## config.mk

```make
export PLATFORM = sky130hd
export DESIGN_NAME = array_list_engine_flat
export DESIGN_NICKNAME = d
export VERILOG_FILES = /design/src/hdl/alist_pkg.sv /design/src/hdl/alist_if.sv /design/src/hdl/array_list_engine.sv /design/src/hdl/alist_cell.sv /design/src/hdl/alist_mod.sv /design/src/flat_wrapper.sv
export VERILOG_INCLUDE_DIRS = /design/src /design/src/hdl
export SDC_FILE = /design/constraint.sdc
export NUM_CORES = 1
export LEC_CHECK = 0
export ABC_AREA = 1
export BUFFER_PORTS_ARGS = -buffer_cell sky130_fd_sc_hd__buf_2
export CORE_ASPECT_RATIO = 1.4
export CORE_MARGIN = 2
export CORE_UTILIZATION = 40
export CTS_BUF_LIST = sky130_fd_sc_hd__clkbuf_8
export CTS_CLUSTER_SIZE = 14
export DETAILED_ROUTE_END_ITERATION = 10
export SLEW_MARGIN = 5
export SYNTH_ARGS = -nofsm -noshare
export SYNTH_HDL_FRONTEND = slang
export SYNTH_HIERARCHICAL = 1
export SYNTH_SLANG_ARGS = --single-unit
```

## constraint.sdc

```tcl
create_clock -name clk -period 5 [get_ports clk]
set_input_delay 1 -clock clk [delete_from_list [all_inputs] [get_ports clk]]
set_output_delay 1 -clock clk [all_outputs]
set_load 0.05 [all_outputs]
```

## src/hdl/array_list_engine_macros.svh

```systemverilog
// Assertion macros shared by the array list engine RTL.
`ifndef ARRAY_LIST_ENGINE_MACROS_SVH
`define ARRAY_LIST_ENGINE_MACROS_SVH

// Same-cycle implication, sampled on clk, off while rst_n is low.
`define ALE_ASSERT_NOW(label, ante, cons, msg) \
  label: assert property (@(posedge clk) disable iff (!rst_n) (ante) |-> (cons)) \
    else $error(msg);

// Next-cycle implication, sampled on clk, off while rst_n is low.
`define ALE_ASSERT_NEXT(label, ante, cons, msg) \
  label: assert property (@(posedge clk) disable iff (!rst_n) (ante) |=> (cons)) \
    else $error(msg);

`endif

```

## src/hdl/alist_pkg.sv

```systemverilog
// Package with widths, command and status codes and cell types of the array list engine.
`default_nettype none
package alist_pkg;

  localparam int DEPTH  = 8;
  localparam int IDX_W  = $clog2(DEPTH);
  localparam int CNT_W  = $clog2(DEPTH + 1);

  localparam int OP_W   = 4;
  localparam int POS_W  = 4;
  localparam int VAL_W  = 32;
  localparam int AMT_W  = 8;
  localparam int ST_W   = 3;
  localparam int FIDX_W = 3;
  localparam int BITS_W = $clog2(AMT_W);
  localparam int CMP_W  = (POS_W > CNT_W) ? POS_W : CNT_W;

  localparam logic [OP_W-1:0] OP_INS_FRONT = 4'd0;
  localparam logic [OP_W-1:0] OP_INS_BACK  = 4'd1;
  localparam logic [OP_W-1:0] OP_INS_AT    = 4'd2;
  localparam logic [OP_W-1:0] OP_DEL_FRONT = 4'd3;
  localparam logic [OP_W-1:0] OP_DEL_BACK  = 4'd4;
  localparam logic [OP_W-1:0] OP_DEL_AT    = 4'd5;
  localparam logic [OP_W-1:0] OP_SEARCH    = 4'd6;
  localparam logic [OP_W-1:0] OP_ROTATE    = 4'd7;
  localparam logic [OP_W-1:0] OP_READ      = 4'd8;

  localparam logic [ST_W-1:0] ST_OK       = 3'd0;
  localparam logic [ST_W-1:0] ST_FULL     = 3'd1;
  localparam logic [ST_W-1:0] ST_EMPTY    = 3'd2;
  localparam logic [ST_W-1:0] ST_BADPOS   = 3'd3;
  localparam logic [ST_W-1:0] ST_NOTFOUND = 3'd4;

  typedef logic [1:0] cell_op_t;

  localparam cell_op_t CELL_HOLD  = 2'd0;
  localparam cell_op_t CELL_LOAD  = 2'd1;
  localparam cell_op_t CELL_LEFT  = 2'd2;
  localparam cell_op_t CELL_RIGHT = 2'd3;

  // Per-cell control: what the cell does this cycle, and the word it loads or compares.
  typedef struct packed {
    cell_op_t          op;
    logic [VAL_W-1:0]  word;
  } cell_ctl_t;

endpackage
`default_nettype wire

```

## src/hdl/alist_if.sv

```systemverilog
// Handshake channels for commands into and results out of the array list engine.
`default_nettype none
interface alist_in_if;
  import alist_pkg::*;

  logic                     valid;
  logic                     ready;
  logic [OP_W-1:0]          operation;
  logic [POS_W-1:0]         position;
  logic signed [VAL_W-1:0]  value;
  logic [AMT_W-1:0]         rotate_amount;

  modport source (output valid, operation, position, value, rotate_amount, input ready);
  modport sink (input valid, operation, position, value, rotate_amount, output ready);
endinterface

interface alist_out_if;
  import alist_pkg::*;

  logic                     valid;
  logic                     ready;
  logic [ST_W-1:0]          status;
  logic [FIDX_W-1:0]        found_index;
  logic signed [VAL_W-1:0]  data_out;
  logic [CNT_W-1:0]         count;

  modport source (output valid, status, found_index, data_out, count, input ready);
  modport sink (input valid, status, found_index, data_out, count, output ready);
endinterface
`default_nettype wire

```

## src/hdl/array_list_engine.sv

```systemverilog
// Array list engine top level: command decode, cell chain, rotate sequencer, result register.
// Inserts, deletes, searches and reads deliver their result in the cycle after acceptance.
// A rotate first reduces the amount modulo the count to k (k < count) in the bit-serial
// remainder unit, then performs k single-step rotations of the cell chain, one per cycle.
// Commands are handled one at a time; a new command is taken once the previous one is done.
// Reset (synchronous, rst_n low) clears the count, the sequencer and the result valid flag.
`default_nettype none
`include "array_list_engine_macros.svh"
module array_list_engine (
  input  logic         clk,
  input  logic         rst_n,
  alist_in_if.sink     in_ch,
  alist_out_if.source  out_ch
);
  import alist_pkg::*;

  // Sequencer states. Idle handles every command but rotate in the cycle it is accepted.
  localparam logic [1:0] S_IDLE = 2'd0;
  localparam logic [1:0] S_MOD  = 2'd1;
  localparam logic [1:0] S_ROT  = 2'd2;

  logic [1:0]        state_r, state_nxt;
  logic [CNT_W-1:0]  cnt_r, cnt_nxt;
  logic [CNT_W-1:0]  step_r, step_nxt;

  // Result register that separates the result channel from the engine.
  logic              ov_r, ov_nxt;
  logic [ST_W-1:0]   ost_r, ost_nxt;
  logic [FIDX_W-1:0] ofi_r, ofi_nxt;
  logic [VAL_W-1:0]  odat_r, odat_nxt;
  logic [CNT_W-1:0]  ocnt_r, ocnt_nxt;

  logic              out_free;
  logic              in_acc;

  // Command decode.
  logic              is_ins, is_del;
  logic              do_ins, do_del, go_rot;
  logic [CMP_W-1:0]  pos_w, cnt_w, tgt;
  logic [ST_W-1:0]   status;
  logic [FIDX_W-1:0] found;
  logic [VAL_W-1:0]  rd_data;
  logic              hit;
  logic [IDX_W-1:0]  hit_idx;

  // Cell chain.
  cell_ctl_t         ctl [DEPTH];
  logic [VAL_W-1:0]  cell_q [DEPTH];
  logic              cell_match [DEPTH];
  logic [VAL_W-1:0]  wrap_d;

  logic              mod_done;
  logic [CNT_W-1:0]  mod_rem;

  assign out_free    = !ov_r || out_ch.ready;
  assign in_ch.ready = (state_r == S_IDLE) && out_free;
  assign in_acc      = in_ch.valid && in_ch.ready;

  assign pos_w = CMP_W'(in_ch.position);
  assign cnt_w = CMP_W'(cnt_r);

  // The last valid entry feeds the head cell during a rotation step.
  assign wrap_d = cell_q[IDX_W'(cnt_w - 1'b1)];

  // First valid matching cell, lowest index wins.
  always_comb begin
    hit     = 1'b0;
    hit_idx = '0;
    for (int i = DEPTH - 1; i >= 0; i--) begin
      if (cell_match[i] && (CMP_W'(i) < cnt_w)) begin
        hit     = 1'b1;
        hit_idx = IDX_W'(i);
      end
    end
  end

  assign rd_data = cell_q[IDX_W'(pos_w)];

  always_comb begin
    is_ins = 1'b0;
    is_del = 1'b0;
    do_ins = 1'b0;
    do_del = 1'b0;
    go_rot = 1'b0;
    tgt    = '0;
    status = ST_OK;
    found  = '0;
    odat_nxt = '0;
    case (in_ch.operation)
      OP_INS_FRONT: begin
        is_ins = 1'b1;
      end
      OP_INS_BACK: begin
        is_ins = 1'b1;
        tgt    = cnt_w;
      end
      OP_INS_AT: begin
        is_ins = 1'b1;
        tgt    = pos_w;
      end
      OP_DEL_FRONT: begin
        is_del = 1'b1;
      end
      OP_DEL_BACK: begin
        // An empty list is caught by the empty check before the position is used.
        is_del = 1'b1;
        tgt    = cnt_w - 1'b1;
      end
      OP_DEL_AT: begin
        is_del = 1'b1;
        tgt    = pos_w;
      end
      OP_SEARCH: begin
        if (hit) begin
          found = FIDX_W'(hit_idx);
        end else begin
          status = ST_NOTFOUND;
        end
      end
      OP_ROTATE: begin
        if (cnt_r == '0) begin
          status = ST_EMPTY;
        end else begin
          go_rot = 1'b1;
        end
      end
      OP_READ: begin
        if (cnt_r == '0) begin
          status = ST_EMPTY;
        end else if (pos_w >= cnt_w) begin
          status = ST_BADPOS;
        end else begin
          odat_nxt = rd_data;
        end
      end
      default: begin
        status = ST_OK;
      end
    endcase
    if (is_ins) begin
      if (cnt_r == CNT_W'(DEPTH)) begin
        status = ST_FULL;
      end else if (tgt > cnt_w) begin
        status = ST_BADPOS;
      end else begin
        do_ins = 1'b1;
      end
    end
    if (is_del) begin
      if (cnt_r == '0) begin
        status = ST_EMPTY;
      end else if (tgt >= cnt_w) begin
        status = ST_BADPOS;
      end else begin
        do_del = 1'b1;
      end
    end
  end

  // Cell controls. An insert opens a gap at the target by moving the tail up one cell, a delete
  // closes it by moving the tail down, and a rotation step moves every valid entry up by one
  // with the last entry wrapping into the head cell.
  for (genvar g = 0; g < DEPTH; g++) begin : g_cell
    logic [VAL_W-1:0] left_d;
    logic [VAL_W-1:0] right_d;

    always_comb begin
      ctl[g].word = in_ch.value;
      ctl[g].op   = CELL_HOLD;
      if (in_acc && do_ins) begin
        if (CMP_W'(g) == tgt) begin
          ctl[g].op = CELL_LOAD;
        end else if (CMP_W'(g) > tgt) begin
          ctl[g].op = CELL_LEFT;
        end
      end else if (in_acc && do_del) begin
        if (CMP_W'(g) >= tgt) begin
          ctl[g].op = CELL_RIGHT;
        end
      end else if ((state_r == S_ROT) && (step_r != '0) && (CMP_W'(g) < cnt_w)) begin
        ctl[g].op = CELL_LEFT;
      end
    end

    if (g == 0) begin : g_head
      assign left_d = wrap_d;
    end else begin : g_body
      assign left_d = cell_q[g-1];
    end

    if (g == DEPTH - 1) begin : g_tail
      assign right_d = cell_q[g];
    end else begin : g_inner
      assign right_d = cell_q[g+1];
    end

    alist_cell u_cell (
      .clk     (clk),
      .ctl     (ctl[g]),
      .left_d  (left_d),
      .right_d (right_d),
      .q       (cell_q[g]),
      .match   (cell_match[g])
    );
  end

  alist_mod u_mod (
    .clk     (clk),
    .rst_n   (rst_n),
    .start   (in_acc && go_rot),
    .amount  (in_ch.rotate_amount),
    .divisor (cnt_r),
    .done    (mod_done),
    .rem     (mod_rem)
  );

  // Sequencer, count and result register.
  always_comb begin
    state_nxt = state_r;
    cnt_nxt   = cnt_r;
    step_nxt  = step_r;
    ov_nxt    = ov_r && !out_ch.ready;
    ost_nxt   = ost_r;
    ofi_nxt   = ofi_r;
    ocnt_nxt  = ocnt_r;
    case (state_r)
      S_IDLE: begin
        if (in_acc) begin
          if (do_ins) begin
            cnt_nxt = cnt_r + 1'b1;
          end else if (do_del) begin
            cnt_nxt = cnt_r - 1'b1;
          end
          if (go_rot) begin
            state_nxt = S_MOD;
          end else begin
            ov_nxt   = 1'b1;
            ost_nxt  = status;
            ofi_nxt  = found;
            ocnt_nxt = cnt_nxt;
          end
        end
      end
      S_MOD: begin
        if (mod_done) begin
          step_nxt  = mod_rem;
          state_nxt = S_ROT;
        end
      end
      S_ROT: begin
        if (step_r != '0) begin
          step_nxt = step_r - 1'b1;
        end else if (out_free) begin
          ov_nxt    = 1'b1;
          ost_nxt   = ST_OK;
          ofi_nxt   = '0;
          ocnt_nxt  = cnt_r;
          state_nxt = S_IDLE;
        end
      end
      default: begin
        state_nxt = S_IDLE;
      end
    endcase
  end

  always_ff @(posedge clk) begin
    if (!rst_n) begin
      state_r <= S_IDLE;
      cnt_r   <= '0;
      ov_r    <= 1'b0;
    end else begin
      state_r <= state_nxt;
      cnt_r   <= cnt_nxt;
      ov_r    <= ov_nxt;
    end
    step_r <= step_nxt;
    ost_r  <= ost_nxt;
    ofi_r  <= ofi_nxt;
    ocnt_r <= ocnt_nxt;
    // The read data only changes when a new result is loaded; rotate results carry zero.
    if (in_acc && !go_rot) begin
      odat_r <= odat_nxt;
    end else if ((state_r == S_ROT) && (step_r == '0) && out_free) begin
      odat_r <= '0;
    end
  end

  assign out_ch.valid       = ov_r;
  assign out_ch.status      = ost_r;
  assign out_ch.found_index = ofi_r;
  assign out_ch.data_out    = odat_r;
  assign out_ch.count       = ocnt_r;

  // A busy sequencer never changes the entry count.
  `ALE_ASSERT_NEXT(a_busy_count_held, state_r != S_IDLE, cnt_r == $past(cnt_r), "count moved during rotate")
  // A rotate accepted on a non-empty list starts the remainder unit.
  `ALE_ASSERT_NEXT(a_rot_starts_mod, in_acc && go_rot, state_r == S_MOD, "rotate did not start")
  // The remaining rotation steps always stay below the entry count.
  `ALE_ASSERT_NOW(a_step_below_count, state_r == S_ROT, step_r < cnt_r, "rotate steps exceed count")
endmodule
`default_nettype wire

```

## src/hdl/alist_cell.sv

```systemverilog
// One storage cell of the list chain: holds, loads, or takes a neighbor's entry.
`default_nettype none
module alist_cell (
  input  logic                          clk,
  input  alist_pkg::cell_ctl_t          ctl,
  input  logic [alist_pkg::VAL_W-1:0]   left_d,
  input  logic [alist_pkg::VAL_W-1:0]   right_d,
  output logic [alist_pkg::VAL_W-1:0]   q,
  output logic                          match
);
  import alist_pkg::*;

  logic [VAL_W-1:0] data_r;

  always_ff @(posedge clk) begin
    case (ctl.op)
      CELL_LOAD:  data_r <= ctl.word;
      CELL_LEFT:  data_r <= left_d;
      CELL_RIGHT: data_r <= right_d;
      default:    data_r <= data_r;
    endcase
  end

  assign q     = data_r;
  assign match = (data_r == ctl.word);
endmodule
`default_nettype wire

```

## src/hdl/alist_mod.sv

```systemverilog
// Bit-serial remainder unit: amount modulo the entry count, one quotient bit per cycle.
`default_nettype none
module alist_mod (
  input  logic                          clk,
  input  logic                          rst_n,
  input  logic                          start,
  input  logic [alist_pkg::AMT_W-1:0]   amount,
  input  logic [alist_pkg::CNT_W-1:0]   divisor,
  output logic                          done,
  output logic [alist_pkg::CNT_W-1:0]   rem
);
  import alist_pkg::*;

  logic              busy_r, busy_nxt;
  logic              done_r, done_nxt;
  logic [BITS_W-1:0] left_r, left_nxt;
  logic [AMT_W-1:0]  sh_r, sh_nxt;
  logic [CNT_W-1:0]  rem_r, rem_nxt;
  logic [CNT_W:0]    trial;

  always_comb begin
    busy_nxt = busy_r;
    done_nxt = 1'b0;
    left_nxt = left_r;
    sh_nxt   = sh_r;
    rem_nxt  = rem_r;
    trial    = {rem_r, sh_r[AMT_W-1]};
    if (start) begin
      busy_nxt = 1'b1;
      left_nxt = BITS_W'(AMT_W - 1);
      sh_nxt   = amount;
      rem_nxt  = '0;
    end else if (busy_r) begin
      // Restoring step: the partial remainder stays below twice the divisor.
      if (trial >= {1'b0, divisor}) begin
        rem_nxt = CNT_W'(trial - {1'b0, divisor});
      end else begin
        rem_nxt = CNT_W'(trial);
      end
      sh_nxt   = {sh_r[AMT_W-2:0], 1'b0};
      left_nxt = left_r - 1'b1;
      if (left_r == '0) begin
        busy_nxt = 1'b0;
        done_nxt = 1'b1;
      end
    end
  end

  always_ff @(posedge clk) begin
    if (!rst_n) begin
      busy_r <= 1'b0;
      done_r <= 1'b0;
    end else begin
      busy_r <= busy_nxt;
      done_r <= done_nxt;
    end
    left_r <= left_nxt;
    sh_r   <= sh_nxt;
    rem_r  <= rem_nxt;
  end

  assign done = done_r;
  assign rem  = rem_r;
endmodule
`default_nettype wire

```

## src/flat_wrapper.sv

```systemverilog
// flat-port wrapper written by rule: the top's interface ports become plain ports
module array_list_engine_flat import alist_pkg::*;
  (clk, rst_n, in_ch_valid, in_ch_operation, in_ch_position, in_ch_value, in_ch_rotate_amount, in_ch_ready, out_ch_valid, out_ch_status, out_ch_found_index, out_ch_data_out, out_ch_count, out_ch_ready);
  alist_in_if in_ch_i ();
  alist_out_if out_ch_i ();
  input  logic clk;
  input  logic rst_n;
  input wire logic [$bits(in_ch_i.valid)-1:0] in_ch_valid;
  input wire logic [$bits(in_ch_i.operation)-1:0] in_ch_operation;
  input wire logic [$bits(in_ch_i.position)-1:0] in_ch_position;
  input wire logic [$bits(in_ch_i.value)-1:0] in_ch_value;
  input wire logic [$bits(in_ch_i.rotate_amount)-1:0] in_ch_rotate_amount;
  output wire logic [$bits(in_ch_i.ready)-1:0] in_ch_ready;
  output wire logic [$bits(out_ch_i.valid)-1:0] out_ch_valid;
  output wire logic [$bits(out_ch_i.status)-1:0] out_ch_status;
  output wire logic [$bits(out_ch_i.found_index)-1:0] out_ch_found_index;
  output wire logic [$bits(out_ch_i.data_out)-1:0] out_ch_data_out;
  output wire logic [$bits(out_ch_i.count)-1:0] out_ch_count;
  input wire logic [$bits(out_ch_i.ready)-1:0] out_ch_ready;
  assign in_ch_i.valid = in_ch_valid;
  assign in_ch_i.operation = in_ch_operation;
  assign in_ch_i.position = in_ch_position;
  assign in_ch_i.value = in_ch_value;
  assign in_ch_i.rotate_amount = in_ch_rotate_amount;
  assign in_ch_ready = in_ch_i.ready;
  assign out_ch_valid = out_ch_i.valid;
  assign out_ch_status = out_ch_i.status;
  assign out_ch_found_index = out_ch_i.found_index;
  assign out_ch_data_out = out_ch_i.data_out;
  assign out_ch_count = out_ch_i.count;
  assign out_ch_i.ready = out_ch_ready;
  array_list_engine u_core (.clk(clk), .rst_n(rst_n), .in_ch(in_ch_i), .out_ch(out_ch_i));
endmodule
```

==> results of run 1 <==
-- worst max path at each step --
stage                                    end  slack, ns               start  cells past startpoint
3_3_place_gp   u_core/g_cell[2].u_cell/q[31]       0.27  in_ch_operation[3]                     16
4_1_cts        u_core/g_cell[2].u_cell/q[12]       0.82     u_core/cnt_r[1]                     17
5_1_grt        u_core/g_cell[2].u_cell/q[12]       0.54     u_core/cnt_r[1]                     17
3_5_place_dp   u_core/g_cell[2].u_cell/q[31]       0.23  in_ch_operation[3]                     16
6_report       u_core/g_cell[2].u_cell/q[12]       0.78     u_core/cnt_r[1]                     17
2_1_floorplan      u_core/out_ch.data_out[0]       0.91        out_ch_ready                      7
-- per-layer routing --
layer | GRT usage [%] | up-vias | routed length (µm)
met5 | 0 | - | 24
met4 | 17.7 | 4 | 6800
met3 | 4.50 | 322 | 7330
met2 | 48.9 | 1194 | 48800
met1 | 33.8 | 12700 | 39000
li1 | - | 13100 | -
-- kinds of logic after synthesis --
group                    synth area share, %
XOR/XNOR                               0.997
AO/OA/AOI/OAI                           18.6
AND/OR/NAND/NOR                         30.0
flip-flops                              35.5
buffers and inverters                   13.9
adder cells (fa/ha/maj)                0.951
-- through the flow --
stage	power [mW]	instances	setup slack (ns)	area [µm²]
floorplan	4.95	4013	0.905	27100
global placement	5.62	4804	0.268	28100
detailed placement	5.64	4804	0.233	28100
CTS	8.12	4907	0.822	29100
global route	8.47	4908	0.541	29100
finish	8.09	4908	0.784	29100
-- sequential cells by signal, indices dropped and copies added (netlist names) --
| name | cells |
|---|---|
| u_core/out_ch.valid | 1 |
| u_core/cnt_r | 4 |
| u_core/state_r | 2 |
| u_core/out_ch.data_out | 32 |
| u_core/out_ch.found_index | 3 |
| u_core/out_ch.count | 4 |
| u_core/g_cell.u_cell/q | 256 |
| u_core/u_mod/busy_r | 1 |
| u_core/u_mod/sh_r | 8 |
| u_core/step_r | 4 |
| u_core/u_mod/left_r | 3 |
| u_core/out_ch.status | 3 |
| u_core/u_mod/done | 1 |
| u_core/u_mod/rem | 4 |
-- placed cells by master, fill, tap and decap left out, types with 4 or more instances in the layout --
master,synthesis,layout
a21oi_2,11,11
o21ai_4,0,6
o21ai_0,211,209
nor2_2,7,7
edfxtp_1,310,310
clkinv_1,1,8
buf_2,84,93
or2_2,9,9
buf_4,24,57
a31oi_1,34,34
clkbuf_8,0,65
ha_1,19,18
a21oi_1,167,165
nand3_1,314,314
inv_1,643,663
clkinv_2,0,8
buf_12,0,5
nand2_2,9,14
inv_4,9,11
nor2_4,6,6
dfxtp_1,16,15
nand3_2,4,4
nor2_8,9,9
nor3_1,6,6
nor2_1,215,215
nand4_1,7,7
xor2_1,26,26
inv_2,12,11
o211ai_1,362,362
nand2_1,1351,1346
-- area by class of cell --
cell class | count | area, µm²
Antenna cell | 1 | 2.50
Clock buffer | 65 | 895
Clock inverter | 38 | 161
Fill cell | 7041 | 37700
Inverter | 665 | 2520
Multi-Input combinational cell | 2803 | 13900
Sequential cell | 326 | 9630
Tap cell | 855 | 1070
Timing Repair Buffer | 155 | 993
-- power groups by stage --
stage                     registers [mW]  logic [mW]  clock network [mW]
after floorplan                     3.52        1.43                   0
after global placement              3.51        2.11                   0
after detailed placement            3.51        2.13                   0
after CTS                           3.46        2.14                2.53
after global routing                3.48        2.38                2.60
final                               3.46        2.17                2.46
==> run summary, run 1 <==
clk_skew = 0.0375 ns
main flop type after synthesis = edfxtp_1
status = complete, no violations
core area = 66,800 µm²
FF-to-FF End = u_core/g_cell[2].u_cell/q[12]
GR Overflow Total = 0
Synth-to-Final Area Change = 7.51%
Hold Startpoint = u_core/u_mod/left_r[0]
hold slack = 0.464 ns
Sw Ratio = 37.5%
first-pass GRT wire length = 153,000 µm
hold path endpoint = u_core/u_mod/left_r[0]
leakage power = 13.1 nW
CTS Buf Count = 59
CTS Hold Buffers Added = 0
Worst path top cell family by delay = simple AND/OR/NAND/NOR gates
worst skew pair latency = 0.73 ns
Total Wirelength = 102,000 µm
vias per std cell = 5.58
post-DR wirelength/cell = 20.8 µm
Clk pwr share = 30.4%
Max VDD drop = 0.291 mV
initial antenna violation count = 5
Max Cap Viol = 0
number of flops mapped to enable cells by yosys = 310
CTS Buffer Depth = 3
Hold Path Stages = 1
delay of the slowest critical-path stage = 0.59 ns
first drt pass iteration count = 5
Cell Pwr Density = 278 nW/µm²
I/O Buffers = 95
Crit-path slowest cell = o211ai_4
max-slew violations = 0
cell count after synthesis = 4,013
number of remaining DRC errors = 0
CTS H-tree lvls = 2
Ys Warns = 6
GRT Resource Usage Total = 28.7%
Clock Sinks = 326
gpl congestion = 0.904
HPWL after detailed placement = 70,000 µm
combinational share of power = 26.8%
Pint = 5.06 mW
Crit. End Element = flop
Synth top area share = 34.4%
Reg2Reg Depth = 17
fmax = 237 MHz
net count of the finished layout = 4,082
max_slew headroom = 28.4%
CP Data Required Time = 5.42 ns
NetSw = 3.03 mW
count leader, synth = nand2_1
TritonCTS clock tree = built
Syn Nets = 4,085
Sequential Power Share = 42.8%
Worst Max-Slew Pin Slew = 1.07 ns
Root Driver = clkbuf_8
most frequent cells after synthesis = nand2_1 (1,351), inv_1 (643), o211ai_1 (362)
critical-path cell list = inv_1 -> ha_4 -> xor2_4 -> nand2_2 -> nand3_4 -> ha_1 -> nand2_1 -> inv_1 -> nand2_1 -> nand2_1 -> nand2_1 -> nand2_2 -> nor2_2 -> inv_1 -> o211ai_4 -> or2_2 -> buf_12
Initial DRC Count = 2,627
Post-CTS Setup Bufs = 0
register area share after synthesis = 35.5%
Die X = 224 µm
cell taking the most area after synthesis = edfxtp_1
HP Class = flop to flop
largest net degree at the start of global routing = 79
routed vias = 27,400
r2r setup slk = 0.78 ns
Synth area leaders = edfxtp_1 (34%), nand2_1 (19%), o211ai_1 (10%), inv_1 (8.9%), nand3_1 (5.8%)
Rows = 112
die height = 312 µm
antenna-violating nets left = 0
Setup TNS = 0 ns
Buffers & Inverters on Critical Path = 4
number of gates resized after cts = 0
utilization after layout = 43.6%
Starting Density = 40.5%
Worst-path clk slew = 0.06 ns
Hold Violations, Final = 0
Startpoint Class = flop
Cell Area, Synth = 27,100 µm²
layout cells sized above 1 = 8.32%
RSZ-0062 raised after global routing = false
num ports = 96
mean area per synthesized cell = 6.75 µm²
Synth Register Bits = 326
crit share post-route = 84.3%
Die ar. = 69,900 µm²
Critical Path AT = 4.63 ns
# setup viols final = 0
crit-path max FO = 19
ys async rst share = 0%
RR Startpoint = u_core/cnt_r[1]
Critical Path Most Common Cell = nand2_1
Crit Path Category = flop to flop
crit path time final = 4.22 ns
vias in the first global route = 25,300
Yosys cell types = 49
Note: power is estimated with default switching activity, not from simulation.
==> run 2: changes to the inputs <==
--- a/config.mk
+++ b/config.mk
@@ -6,7 +6,7 @@
 export SDC_FILE = /design/constraint.sdc
 export NUM_CORES = 1
 export LEC_CHECK = 0
-export ABC_AREA = 1
+export ABC_AREA = 0
 export BUFFER_PORTS_ARGS = -buffer_cell sky130_fd_sc_hd__buf_2
 export CORE_ASPECT_RATIO = 1.4
 export CORE_MARGIN = 2
==> constraint.sdc (replaced) <==
create_clock -name clk -period 3.47 [get_ports clk]
set_input_delay 0.694 -clock clk [delete_from_list [all_inputs] [get_ports clk]]
set_output_delay 0.694 -clock clk [all_outputs]
set_load 0.05 [all_outputs]
==> run 2 against run 1 <==
- the run now ends with negative setup slack left
- sequential cell count unchanged
- largest cell class unchanged
- clock power up 40%
- synthesized cell count down 47%
- final cell count shrank 33%
- clock skew is 0.010 ns lower
- global-route usage up 1.2 points
- register-to-register slack worse by 1.1 ns
- setup slack got worse by 1.1 ns
- routed wire length decreased by 4.9%
- non-clock buffer count grew 282
- critical path depth down 1
==> run summary, run 2 <==
Sw Ratio = 31.8% (-5.7 points)
post-route cell area = 30,900 µm² (+5.9%)
combinational share of power = 22.4% (-4.4 points)
Synth Register Bits = 326 (unchanged)
Root Driver = clkbuf_8
vias per std cell = 6.25 (+12%)
first-pass GRT wire length = 135,000 µm (-12%)
register area share after synthesis = 40.4% (+4.8 points)
RSZ-0062 raised after global routing = true
main flop type after synthesis = edfxtp_1
commonest cells after routing, fill and taps aside = edfxtp_1 (310), nor2_1 (273), mux2i_1 (268), xor2_1 (256), a21oi_1 (236)
Startpoint Class = flop
clk_skew = 0.0275 ns (-0.00999 ns)
fmax = 267 MHz (+12%)
Yosys cell types = 75 (+53%)
Max Cap Viol = 0 (unchanged)
leakage power = 10.7 nW (-18%)
max-slew violations = 0 (unchanged)
num ports = 96 (unchanged)
Crit path depth = 16 (-1)
Total Power Consumption = 10.5 mW (+29%)
cell taking the most area after synthesis = edfxtp_1
PnR worst setup slack = -0.280 ns (-1.06 ns)
Crit Path Category = flop to flop
Critical Path AT = 4.14 ns (-0.49 ns)
status = complete, but fails checks
hold slack = 0.254 ns (-0.210 ns)
Synth area leaders = edfxtp_1 (39%), mux2i_1 (12%), mux4_2 (12%), xor2_1 (9.4%), a21oi_1 (6.1%)
Syn Nets = 2,202 (-46%)
worst skew pair latency = 0.70 ns (-0.03 ns)
Die ar. = 61,600 µm² (-12%)
number of remaining DRC errors = 0 (unchanged)
first drt pass iteration count = 6 (+1)
count leader, synth = nor2_1
CTS Buf Count = 57 (-3.4%)
Clock Sinks = 326 (unchanged)
Max VDD drop = 0.284 mV (-2.5%)
Crit. End Element = flop
Inst Count DP = 3,069 (-36%)
GR Overflow Total = 0 (unchanged)
crit share post-route = 108% (+24 points)
cell count after synthesis = 2,130 (-47%)
antenna-violating nets left = 0 (unchanged)
die height = 293 µm (-6.1%)
Synth top area share = 39.0% (+4.7 points)
Worst path top cell family by delay = simple AND/OR/NAND/NOR gates
Reg2Reg Depth = 16 (-1)
CTS H-tree lvls = 2 (unchanged)
hold path endpoint = u_core/u_mod/busy_r
Hold Startpoint = rst_n
core area = 58,700 µm² (-12%)
largest net degree at the start of global routing = 65 (-18%)
Pint = 7.14 mW (+41%)
Rows = 105 (-6.3%)
delay of the slowest critical-path stage = 0.51 ns (-0.08 ns)
crit-path max FO = 9 (-10)
routed vias = 20,500 (-25%)
net count of the finished layout = 2,547 (-38%)
Hold Path Stages = 2 (+1)
FF-to-FF End = u_core/g_cell[4].u_cell/q[15]
utilization after layout = 52.5% (+9.0 points)
Initial DRC Count = 2,467 (-6.1%)
CP Data Required Time = 3.86 ns (-1.56 ns)
Worst-path clk slew = 0.06 ns (about the same)
FILL cells = 4,998 (-29%)
Worst Max-Slew Pin Slew = 1.05 ns (-0.0222 ns)
mean area per synthesized cell = 11.2 µm² (+66%)
Synth-to-Final Area Change = 29.4%
HPWL after detailed placement = 60,700 µm (-13%)
number of flops mapped to enable cells by yosys = 310 (unchanged)
Crit-path slowest cell = or4bb_1
Total Wirelength = 96,900 µm (-4.9%)
layout cells sized above 1 = 33.7% (+25 points)
TritonCTS clock tree = built
I/O Buffers = 95 (unchanged)
Clk pwr share = 32.8% (+2.4 points)
r2r setup slk = -0.28 ns (-1.06 ns)
CTS Hold Buffers Added = 0 (unchanged)
Cell Area, Synth = 23,800 µm² (-12%)
Largest register FFs = 256 (unchanged)
gpl congestion = 1.01 (+12%)
Buffers & Inverters on Critical Path = 5 (+1)
Die X = 210 µm (-6.1%)
Area after DPL = 27,400 µm² (-2.5%)
CTS Buffer Depth = 3 (unchanged)
vias in the first global route = 20,100 (-20%)
ys async rst share = 0% (unchanged)
most common cell after layout, fill and taps aside = edfxtp_1
NetSw = 3.33 mW (+9.7%)
Cell Pwr Density = 339 nW/µm² (+22%)
# setup viols final = 501 (+501)
post-DR wirelength/cell = 29.6 µm (+43%)
final std cells w/o fill = 3,274 (-33%)
HP Class = primary input to flop
RR Startpoint = u_core/cnt_r[0]
critical-path cell list = inv_8 -> ha_4 -> or4bb_1 -> nand3_2 -> a22o_4 -> ha_4 -> nand4_1 -> a21boi_2 -> nand4_1 -> or3_4 -> buf_6 -> o211ai_1 -> buf_4 -> or2_4 -> buf_12 -> buf_12
Sequential Power Share = 44.8% (+2.0 points)
GRT Resource Usage Total = 29.9% (+1.2 points)
crit path time final = 3.75 ns (-0.466 ns)
initial antenna violation count = 11 (+6)
Hold Violations, Final = 0 (unchanged)
max_slew headroom = 29.9% (+1.5 points)
Ys Warns = 6 (unchanged)
Starting Density = 40.6% (+0.075 points)
failing checks = negative setup slack
most frequent cells after synthesis = nor2_1 (315), edfxtp_1 (310), a21oi_1 (292)
-- run 2: cell types whose count changed in the layout (fill, tap and decap cells not counted), sizes merged, moves of 268 or more --
cell	previous run	this run
nand2	1363	26
inv	686	48
o211ai	364	3
nand3	321	6
mux2i	0	289
buf	155	423
-- run 2: worst max path at each step --
| stage | start | to | slack [ns] |
|---|---|---|---|
| after global placement | in_ch_operation[2] | u_core/g_cell[4].u_cell/q[17] | -0.58 |
| final | u_core/cnt_r[0] | u_core/g_cell[4].u_cell/q[15] | -0.28 |
| after global routing | u_core/cnt_r[0] | u_core/g_cell[3].u_cell/q[9] | -0.43 |
| after CTS | u_core/cnt_r[0] | u_core/g_cell[4].u_cell/q[13] | -0.18 |
| after floorplan | u_core/cnt_r[0] | u_core/g_cell[7].u_cell/q[0] | -0.68 |
| after detailed placement | in_ch_operation[0] | u_core/g_cell[4].u_cell/q[17] | -0.60 |
-- run 2: repair_timing --
| action | CTS | global route |
|---|---|---|
| buffers inserted | 48 | 16 |
| setup endpoints to repair | 512 | 512 |
| pin swaps | 42 | 39 |
| hold endpoints to repair | 0 | 0 |
| cloned | 25 | 16 |
| resized for setup | 91 | 153 |
-- run 2: final cells by class --
type,instances,area [µm²],share of cell area [%]
Antenna cell,4,10.0,0.0324
Clock buffer,58,798,2.59
Clock inverter,47,220,0.714
Inverter,27,109,0.353
Multi-Input combinational cell,1626,14200,46.2
Sequential cell,326,9630,31.2
Tap cell,749,937,3.04
Timing Repair Buffer,437,4900,15.9
-- run 2: through the flow --
stage / worst slack, ns / setup TNS [ns]
CTS: -0.175 / -46.02
finish: -0.280 / -76.29
floorplan: -0.680 / -288.42
global placement: -0.584 / -255.34
detailed placement: -0.600 / -267.99
global route: -0.435 / -142.71
-- run 2: power groups by stage --
stage	sequential [mW]	clock (mW)	combinational (mW)
final	4.68	3.44	2.34
after global routing	4.70	3.64	2.46
after CTS	4.67	3.50	2.20
after detailed placement	4.75	0	2.03
after global placement	4.75	0	1.99
after floorplan	4.81	0	1.16
-- run 2: kinds of logic (layout without fill, tap and decap cells) --
| logic type | Yosys count | after routing | share of synthesized area, % |
|---|---|---|---|
| AO/OA/AOI/OAI | 376 | 376 | 8.68 |
| XOR/XNOR | 262 | 262 | 9.62 |
| adder cells (fa/ha/maj) | 20 | 20 | 1.08 |
| buffers and inverters | 178 | 569 | 4.17 |
| flip-flops | 326 | 326 | 40.4 |
| multiplexers | 457 | 457 | 26.1 |
| other | 0 | 4 | 0 |
| AND/OR/NAND/NOR | 511 | 511 | 9.96 |
-- run 2: per-layer routing --
layer / track usage [%] / up-vias / routed length, µm
li1: - / 8731 / -
met1: 35.2 / 10100 / 33600
met2: 50.4 / 1316 / 47100
met3: 5.50 / 369 / 8760
met4: 18.8 / 6 / 7340
met5: 0 / - / 34
